`src/csaw_pkg.sv`:
```
package csaw_pkg;

    localparam int MAX_BONDS  = 15;
    localparam int NCELL      = MAX_BONDS + 1;
    localparam int HW         = $clog2(NCELL);
    localparam int CFG_W      = 4;
    localparam int EW         = (HW > CFG_W) ? HW : CFG_W;
    localparam int COORD_W    = 6;
    localparam int DIR_W      = 3;
    localparam int WALK_W     = 45;
    localparam int WALK_BONDS = WALK_W / DIR_W;
    localparam int PACK_N     = (WALK_BONDS < MAX_BONDS) ? WALK_BONDS : MAX_BONDS;
    localparam int TOTAL_W    = 40;

    localparam logic [CFG_W-1:0] BONDS_RESET = CFG_W'(11);

    typedef logic [DIR_W-1:0] dir_t;

    localparam dir_t DIR_PX   = DIR_W'(0);
    localparam dir_t DIR_PY   = DIR_W'(1);
    localparam dir_t DIR_PZ   = DIR_W'(2);
    localparam dir_t DIR_MZ   = DIR_W'(3);
    localparam dir_t DIR_MY   = DIR_W'(4);
    localparam dir_t DIR_MX   = DIR_W'(5);
    localparam dir_t DIR_OVER = DIR_W'(6);
    localparam dir_t DIR_NONE = DIR_W'(7);

    typedef logic signed [COORD_W-1:0] coord_t;

    typedef struct packed {
        coord_t x;
        coord_t y;
        coord_t z;
    } site_t;

    typedef struct packed {
        logic valid;
        logic hit;
    } probe_t;

    typedef struct packed {
        logic clear;
        logic site_we;
        logic dir_we;
        logic check;
    } cell_ctl_t;

    typedef enum logic [1:0] {
        ST_IDLE,
        ST_SCAN,
        ST_BUMP
    } state_t;

    function automatic logic [HW-1:0] eff_bonds(input logic [CFG_W-1:0] raw);
        logic [EW-1:0] v;
        v = EW'(raw);
        if (v == '0)
        begin
            v = EW'(1);
        end
        if (v > EW'(MAX_BONDS))
        begin
            v = EW'(MAX_BONDS);
        end
        return HW'(v);
    endfunction

endpackage

```
`src/csaw_cell.sv`:
```
module csaw_cell
    import csaw_pkg::*;
(
    input  logic      clk,
    input  logic      rst_n,
    input  cell_ctl_t ctl,
    input  site_t     site_in,
    input  dir_t      dir_in,
    input  site_t     end_site,
    input  probe_t    probe_in,
    output probe_t    probe_out,
    output site_t     site,
    output dir_t      dir
);

    site_t  site_reg, site_next;
    dir_t   dir_reg, dir_next;
    probe_t probe_reg, probe_next;
    logic   match;

    always_comb
    begin
        match            = ctl.check && probe_in.valid && (site_reg == end_site);
        probe_next.valid = probe_in.valid && !ctl.clear;
        probe_next.hit   = (probe_in.hit || match) && !ctl.clear;
        site_next        = ctl.site_we ? site_in : site_reg;
        if (ctl.clear)
        begin
            dir_next = DIR_NONE;
        end
        else if (ctl.dir_we)
        begin
            dir_next = dir_in;
        end
        else
        begin
            dir_next = dir_reg;
        end
    end

    always_ff @(posedge clk or negedge rst_n)
    begin
        if (!rst_n)
        begin
            site_reg  <= '0;
            dir_reg   <= DIR_NONE;
            probe_reg <= '0;
        end
        else
        begin
            site_reg  <= site_next;
            dir_reg   <= dir_next;
            probe_reg <= probe_next;
        end
    end

    assign probe_out = probe_reg;
    assign site      = site_reg;
    assign dir       = dir_reg;

endmodule

```
`src/cubic_self_avoiding_walk_enumerator.sv`:
```
// Self-avoiding walk search on the cubic lattice, one search iteration per command.
// Command channel: pulse start while busy is low; restart=1 clears the search and the
// count and yields no result, restart=0 runs one iteration.
// Configuration: cfg_write with cfg_data sets the bond count and clears the search.
// Result channel: valid is high for exactly one cycle with walk_directions, walks_found
// and finished; there is no back-pressure, so take the beat in that cycle.
// An iteration at search depth d (0..MAX_BONDS-1) has an accept step, then the collision
// probe walking down the row of site cells to cell 0, then backtracking one level at a
// time. The result beat comes with busy falling, and a new command may be given in that
// same cycle.
// Restart and advance-after-finish commands leave busy low.
// Reset: bond count 11, search at the first walk, count zero.
module cubic_self_avoiding_walk_enumerator
    import csaw_pkg::*;
(
    input  logic               clk,
    input  logic               rst_n,
    input  logic               start,
    output logic               busy,
    input  logic               restart,
    input  logic               cfg_write,
    input  logic [CFG_W-1:0]   cfg_data,
    output logic               valid,
    output logic [WALK_W-1:0]  walk_directions,
    output logic [TOTAL_W-1:0] walks_found,
    output logic               finished
);

    state_t             state_reg, state_next;
    logic [CFG_W-1:0]   bonds_reg, bonds_next;
    logic [HW-1:0]      head_reg, head_next;
    logic [HW-1:0]      lvl_reg, lvl_next;
    logic [HW-1:0]      fy_reg, fy_next;
    logic [HW-1:0]      fz_reg, fz_next;
    logic [TOTAL_W-1:0] total_reg, total_next;
    logic               done_reg, done_next;
    logic               found_reg, found_next;
    logic               valid_reg, valid_next;
    logic [WALK_W-1:0]  walk_reg, walk_next;
    site_t              end_reg, end_next;

    site_t     cell_site [NCELL];
    dir_t      cell_dir  [NCELL];
    dir_t      dir_vec   [NCELL];
    probe_t    link      [NCELL+1];
    probe_t    cell_in   [NCELL];
    cell_ctl_t ctl       [NCELL];

    logic [HW-1:0]     b;
    logic              accept;
    logic              clear_all;
    logic              step_go;
    logic [HW-1:0]     h_new;
    site_t             new_end;
    dir_t              bd, bd1;
    logic [HW-1:0]     bfy, bfz;
    logic              overflow;
    logic              at_end;
    logic              found;
    logic              back;
    logic              finish;
    logic [WALK_W-1:0] packed_walk;
    dir_t              dir_wr;

    function automatic site_t step_site(input site_t s, input dir_t d);
        site_t r;
        r = s;
        case (d)
            DIR_PX:  r.x = s.x + coord_t'(1);
            DIR_PY:  r.y = s.y + coord_t'(1);
            DIR_PZ:  r.z = s.z + coord_t'(1);
            DIR_MZ:  r.z = s.z - coord_t'(1);
            DIR_MY:  r.y = s.y - coord_t'(1);
            DIR_MX:  r.x = s.x - coord_t'(1);
            default: r = s;
        endcase
        return r;
    endfunction

    assign b         = eff_bonds(bonds_reg);
    assign accept    = start && (state_reg == ST_IDLE);
    assign clear_all = cfg_write || (accept && restart);
    assign step_go   = accept && !restart && !cfg_write && !done_reg && (head_reg < b);
    assign h_new     = head_reg + HW'(1);
    assign new_end   = step_site(cell_site[head_reg], dir_vec[head_reg]);
    assign link[NCELL] = '0;

    genvar i;
    generate
        for (i = 0; i < NCELL; i++)
        begin : g_cell
            always_comb
            begin
                ctl[i].clear   = clear_all;
                ctl[i].site_we = step_go && (h_new == HW'(i));
                ctl[i].dir_we  = (state_reg == ST_BUMP) && !cfg_write
                                 && (lvl_reg == HW'(i)) && (lvl_reg != '0);
                ctl[i].check   = (state_reg == ST_SCAN) && (lvl_reg[0] == 1'(i % 2));
                if (step_go && (head_reg == HW'(i)))
                begin
                    cell_in[i] = '{valid: 1'b1, hit: 1'b0};
                end
                else
                begin
                    cell_in[i] = link[i+1];
                end
            end

            csaw_cell u_cell (
                .clk       (clk),
                .rst_n     (rst_n),
                .ctl       (ctl[i]),
                .site_in   (new_end),
                .dir_in    (dir_wr),
                .end_site  (end_reg),
                .probe_in  (cell_in[i]),
                .probe_out (link[i]),
                .site      (cell_site[i]),
                .dir       (cell_dir[i])
            );

            if (i == 0)
            begin : g_anchor
                assign dir_vec[i] = DIR_PX;
            end
            else
            begin : g_free
                assign dir_vec[i] = cell_dir[i];
            end
        end
    endgenerate

    always_comb
    begin
        bd  = dir_vec[lvl_reg];
        bfy = fy_reg;
        bfz = fz_reg;
        if (fy_reg > lvl_reg)
        begin
            bfy = lvl_reg;
            bfz = '0;
        end
        else if ((fz_reg > lvl_reg) && (bd == DIR_PY))
        begin
            bfz = lvl_reg;
        end
        bd1 = bd + DIR_W'(1);
        if ((bd1 == DIR_MZ) && (bfz == lvl_reg))
        begin
            bd1 = DIR_MY;
            bfz = '0;
        end
        else if ((bd1 > DIR_PY) && (bfy == lvl_reg))
        begin
            bd1 = DIR_OVER;
        end
        overflow = bd1 > DIR_MX;
        dir_wr   = overflow ? DIR_NONE : bd1;
        finish   = (lvl_reg == '0) || !overflow || (lvl_reg == HW'(1));
    end

    always_comb
    begin
        packed_walk = '0;
        for (int k = 0; k < PACK_N; k++)
        begin
            if (HW'(k) < b)
            begin
                packed_walk[DIR_W*k +: DIR_W] = dir_vec[k];
            end
        end
        at_end = lvl_reg == b;
        found  = !link[0].hit && at_end;
        back   = link[0].hit || at_end;
    end

    always_comb
    begin
        state_next = state_reg;
        case (state_reg)
            ST_IDLE:
            begin
                if (step_go)
                begin
                    state_next = ST_SCAN;
                end
            end
            ST_SCAN:
            begin
                if (cfg_write)
                begin
                    state_next = ST_IDLE;
                end
                else if (link[0].valid)
                begin
                    state_next = ST_BUMP;
                end
            end
            ST_BUMP:
            begin
                if (cfg_write || finish)
                begin
                    state_next = ST_IDLE;
                end
            end
            default: state_next = ST_IDLE;
        endcase
    end

    always_comb
    begin
        bonds_next = bonds_reg;
        head_next  = head_reg;
        lvl_next   = lvl_reg;
        fy_next    = fy_reg;
        fz_next    = fz_reg;
        total_next = total_reg;
        done_next  = done_reg;
        found_next = found_reg;
        valid_next = 1'b0;
        walk_next  = walk_reg;
        end_next   = end_reg;
        if (clear_all)
        begin
            if (cfg_write)
            begin
                bonds_next = cfg_data;
            end
            head_next  = '0;
            lvl_next   = '0;
            fy_next    = '0;
            fz_next    = '0;
            total_next = '0;
            done_next  = 1'b0;
            found_next = 1'b0;
        end
        else
        begin
            case (state_reg)
                ST_IDLE:
                begin
                    if (accept && !done_reg)
                    begin
                        if (head_reg >= b)
                        begin
                            done_next  = 1'b1;
                            valid_next = 1'b1;
                            walk_next  = '0;
                        end
                        else
                        begin
                            end_next = new_end;
                            lvl_next = h_new;
                        end
                    end
                end
                ST_SCAN:
                begin
                    if (link[0].valid)
                    begin
                        found_next = found;
                        walk_next  = '0;
                        if (found)
                        begin
                            if (fy_reg == '0)
                            begin
                                fy_next = b - HW'(1);
                            end
                            if (fz_reg == '0)
                            begin
                                fz_next = b - HW'(1);
                            end
                            if (total_reg != '1)
                            begin
                                total_next = total_reg + TOTAL_W'(1);
                            end
                            walk_next = packed_walk;
                        end
                        lvl_next = back ? (lvl_reg - HW'(1)) : lvl_reg;
                    end
                end
                ST_BUMP:
                begin
                    if (lvl_reg == '0)
                    begin
                        head_next  = '0;
                        done_next  = 1'b1;
                        valid_next = 1'b1;
                    end
                    else
                    begin
                        fy_next = bfy;
                        fz_next = bfz;
                        if (overflow)
                        begin
                            lvl_next = lvl_reg - HW'(1);
                            if (lvl_reg == HW'(1))
                            begin
                                head_next  = '0;
                                done_next  = 1'b1;
                                valid_next = 1'b1;
                            end
                        end
                        else
                        begin
                            head_next  = lvl_reg;
                            valid_next = found_reg;
                        end
                    end
                end
                default:
                begin
                    valid_next = 1'b0;
                end
            endcase
        end
    end

    always_ff @(posedge clk or negedge rst_n)
    begin
        if (!rst_n)
        begin
            state_reg <= ST_IDLE;
            bonds_reg <= BONDS_RESET;
            head_reg  <= '0;
            lvl_reg   <= '0;
            fy_reg    <= '0;
            fz_reg    <= '0;
            total_reg <= '0;
            done_reg  <= 1'b0;
            found_reg <= 1'b0;
            valid_reg <= 1'b0;
        end
        else
        begin
            state_reg <= state_next;
            bonds_reg <= bonds_next;
            head_reg  <= head_next;
            lvl_reg   <= lvl_next;
            fy_reg    <= fy_next;
            fz_reg    <= fz_next;
            total_reg <= total_next;
            done_reg  <= done_next;
            found_reg <= found_next;
            valid_reg <= valid_next;
        end
    end

    always_ff @(posedge clk)
    begin
        walk_reg <= walk_next;
        end_reg  <= end_next;
    end

    assign busy            = state_reg != ST_IDLE;
    assign valid           = valid_reg;
    assign walk_directions = walk_reg;
    assign walks_found     = total_reg;
    assign finished        = done_reg;

endmodule

```
`config.mk`:
```
export PLATFORM = sky130hd
export DESIGN_NAME = cubic_self_avoiding_walk_enumerator
export DESIGN_NICKNAME = d
export VERILOG_FILES = /design/src/csaw_pkg.sv /design/src/csaw_cell.sv /design/src/cubic_self_avoiding_walk_enumerator.sv
export SDC_FILE = /design/constraint.sdc
export NUM_CORES = 1
export LEC_CHECK = 0
export BUFFER_PORTS_ARGS = -buffer_cell sky130_fd_sc_hd__buf_2
export CORE_ASPECT_RATIO = 0.6
export CORE_MARGIN = 5
export CORE_UTILIZATION = 40
export CTS_CLUSTER_SIZE = 25
export DETAILED_ROUTE_END_ITERATION = 7
export GPL_TIMING_DRIVEN = 0
export SETUP_SLACK_MARGIN = 0.02
export SLEW_MARGIN = 10
export SYNTH_ARGS = -nofsm -noshare
export SYNTH_HDL_FRONTEND = slang
export SYNTH_HIERARCHICAL = 1
export SYNTH_SLANG_ARGS = --single-unit
```
`constraint.sdc`:
```
create_clock -name clk -period 13.22 [get_ports clk]
set_input_delay 1.322 -clock clk [delete_from_list [all_inputs] [get_ports clk]]
set_output_delay 1.322 -clock clk [all_outputs]
set_load 0.02 [all_outputs]
```
==> results by group <==
STA
  – Clock period minus worst slack: roughly 8 ns
  – Highest Clock Rate: around 0.12 GHz
  – Final critical-path share of the clock period: 0.608
  – Transition time at the pin with the least slew margin: ~1.4 ns
  – Unrepaired setup endpoints after global routing: false
  – Largest clock skew in the final design: approximately 0.022 ns
  – Final setup violation count: 0
  – Summed negative setup slack over all endpoints: 0 ns
  – Worst max-slew margin expressed relative to the limit: 0.0738
  – Pins Over Slew Limit: 0
  – Final hold violation count: 0

Clock network
  – TritonCTS Sinks: about 500
  – TritonCTS clock tree: done
  – Clock transition at the registers of the reported paths: around 0.07 ns
  – Number of gates given a new drive strength after cts: 0
  – Number of buffers on the longest clock path: 3
  – Number of clock buffers inserted by TritonCTS: between 40 and 50
  – Deepest level of the CTS H-tree: 2
  – Post-CTS Setup Repair Bufs: 0
  – Source-to-sink clock delay at the later pin of the worst-skew pair: 0.61 ns
  – Hold Buf Count CTS: 0
  – Root Buffer Master: sky130_fd_sc_hd__clkbuf_16

Floorplanning
  – Num rows: between 70 and 80
  – Count of boundary I/O pins: 97
  – Die Y-Extent: between 200 and 250 um
  – Initial cell density of the core: 0.405
  – Core area: slightly below 0.07 sq mm
  – Die Wd: approximately 350 um
  – Full die area: between 0.07 and 0.08 sq mm

Detailed routing
  – Top layer reached by signal wires: met5
  – DRT Pass-1 Iters: 5
  – Vias after detailed routing: roughly 20000
  – Met3 layer wire length in the routed design: 13.3 mm
  – Wire length the detailed router placed on met1: ~43 mm
  – Detailed-routed wire length on met2: around 35 mm
  – DR iter-0 viols: between 2000 and 2500
  – Number of design rule violations left after detail routing: 0
  – Total wirelength of the detailed-routed design: roughly 93 mm
  – Antenna-violating nets left: 0
  – Detailed-route wire length per cell: between 20 and 30 um
  – Drt via density: 5.96

Layout
  – Final standard cell utilization of the core: 0.458
  – Flip-flop count of the largest register after layout: about 290
  – Area grow syn2layout: 13.2%
  – Final Net Count: around 2400
  – Fraction of layout cells with a size suffix above 1: 0.322
  – Antenna Cells: 0

Worst setup path
  – Setup crit start kind: register
  – Largest delay share family, worst path: buffers and inverters
  – Worst endpoint data arrival time: ~8.6 ns
  – Worst-path cell chain: buf_2 > buf_1 > clkbuf_1 > clkbuf_1 > mux4_2 > mux2_2 > o21ai_0 > inv_1 > ha_1 > and3_1 > a211o_1 > a21oi_1 > xnor2_1 > and2_1 > xor2_1 > mux2_2
  – Highest-delay cell along the critical path: sky130_fd_sc_hd__clkbuf_1
  – Maximum single-stage delay on the critical path: between 1 and 1.5 ns
  – WP buf/inv: 5
  – Crit. End Element: register
  – Maximum fanout along the worst path: 17
  – Class of the most critical setup path: register to register
  – Required time reported for the critical path endpoint: approximately 14 ns

Synthesis
  – Warning count from the yosys run: 6
  – Cell count after synthesis: 2218
  – Mean instance size in the synthesized netlist: roughly 12 sq um
  – Post-synthesis instance area: ~0.028 sq mm

Placed design
  – Detailed placement HPWL: between 60 and 70 mm
  – PortBufs: slightly above 90
  – Gp weighted congestion: 0.957

Power and ir drop
  – Clock Power Share: 0.385
  – Sequential share of power: 0.426
  – Comb pwr share: 0.190
  – Largest vdd supply drop: just under 0.1 mV
  – Overall power consumption: 3.76 mW
  – Power density normalized to cell area: about 120 mW/mm^2
  – Switching share of power: 0.317
  – Leakage: about 14 nW
  – Total net switching power: approximately 1.2 mW
  – Internal power of the cells: 2.57 mW

Global routing
  – Initial antenna violation count: 2
  – Vias in the first global route: around 19000
  – GRT Util Overall: 0.246
  – Pin count of the biggest net entering global routing: ~110
  – Wire length of the first global-routing pass: between 100 and 150 mm
  – Total congestion overflow: 0

Run
  – Number of violations of the max-capacitance limit: 0

Worst hold path
  – Worst Hold Class: register to register

Status
  – Status: complete, no violations
## cells in the final DEF (no fill, tap or decap), types with 21 or more instances in the layout
cell and instances:
sky130_fd_sc_hd__a211o_2 45, sky130_fd_sc_hd__a21oi_1 37, sky130_fd_sc_hd__and2_1 37, sky130_fd_sc_hd__and3_1 21
sky130_fd_sc_hd__buf_2 138, sky130_fd_sc_hd__clkbuf_1 49, sky130_fd_sc_hd__clkbuf_16 52, sky130_fd_sc_hd__dfrtp_1 382
sky130_fd_sc_hd__dfstp_2 48, sky130_fd_sc_hd__edfxtp_1 60, sky130_fd_sc_hd__ha_1 44, sky130_fd_sc_hd__inv_1 55
sky130_fd_sc_hd__mux2_2 297, sky130_fd_sc_hd__mux4_2 104, sky130_fd_sc_hd__nand2_1 68, sky130_fd_sc_hd__nand3_1 54
sky130_fd_sc_hd__nand4_1 28, sky130_fd_sc_hd__nor2_1 86, sky130_fd_sc_hd__nor2b_1 56, sky130_fd_sc_hd__nor3_1 25
sky130_fd_sc_hd__nor4_1 39, sky130_fd_sc_hd__o21ai_0 41, sky130_fd_sc_hd__o22ai_1 21, sky130_fd_sc_hd__xnor2_1 98
sky130_fd_sc_hd__xor2_1 245
## power groups by stage
stage                     Combinational [mW]  Clock, mW  Sequential (mW)
final                                  0.714       1.45             1.60
after CTS                              0.691       1.46             1.60
after floorplan                        0.408          0             1.62
after global routing                   0.753       1.53             1.60
after detailed placement               0.688          0             1.63
after global placement                 0.644          0             1.63
## final timing paths
path / depth (start not counted) / start / slack, ns / endpoint
setup / recovery: 16 / head_reg[1] / 5.18 / g_cell[5].u_cell/site[5]
hold / removal: 2 / found_reg / 0.54 / found_reg
setup reg to reg: 16 / head_reg[1] / 5.18 / g_cell[5].u_cell/site[5]
hold reg to reg: 2 / found_reg / 0.54 / found_reg
max in group asynchronous: 4 / rst_n / 10.68 / g_cell[5].u_cell/site[11]
min in group asynchronous: 1 / rst_n / 0.72 / g_cell[13].u_cell/site[10]
## per-layer routing
layer,vias to the layer above,track usage
li1,8407,-
met1,10300,0.376
met2,1021,0.313
met3,142,0.113
met4,4,0.0505
met5,-,0.0130
## worst min-delay path: cells and delay by family (launching register included)
kind	cells	cell delay, ns
simple gates	1	0.08
compound gates	1	0.07
flops	1	0.36
## cell type report
cell class / count / area, sq um
well taps: 912 / 1140
flip-flops and latches: 490 / 12600
clock inverters: 16 / 154
clock buffers: 74 / 1470
repair buffers: 112 / 759
fillers: 6210 / 36900
inverters: 62 / 233
plain buffers: 95 / 457
multi-input cells: 1574 / 14400
## through the flow
| stage | cells | setup slack, ns | instance area (sq um) | hold slack (ns) |
|---|---|---|---|---|
| after floorplan | 2221 | 7.17 | 27600 | 0.484 |
| after global placement | 3225 | 1.96 | 29200 | 0.525 |
| after detailed placement | 3245 | 5.44 | 29600 | 0.531 |
| after CTS | 3335 | 5.35 | 31200 | 0.548 |
| after global routing | 3335 | 4.92 | 31200 | 0.572 |
| final | 3335 | 5.18 | 31200 | 0.543 |
(Power assumes the default switching activity.)
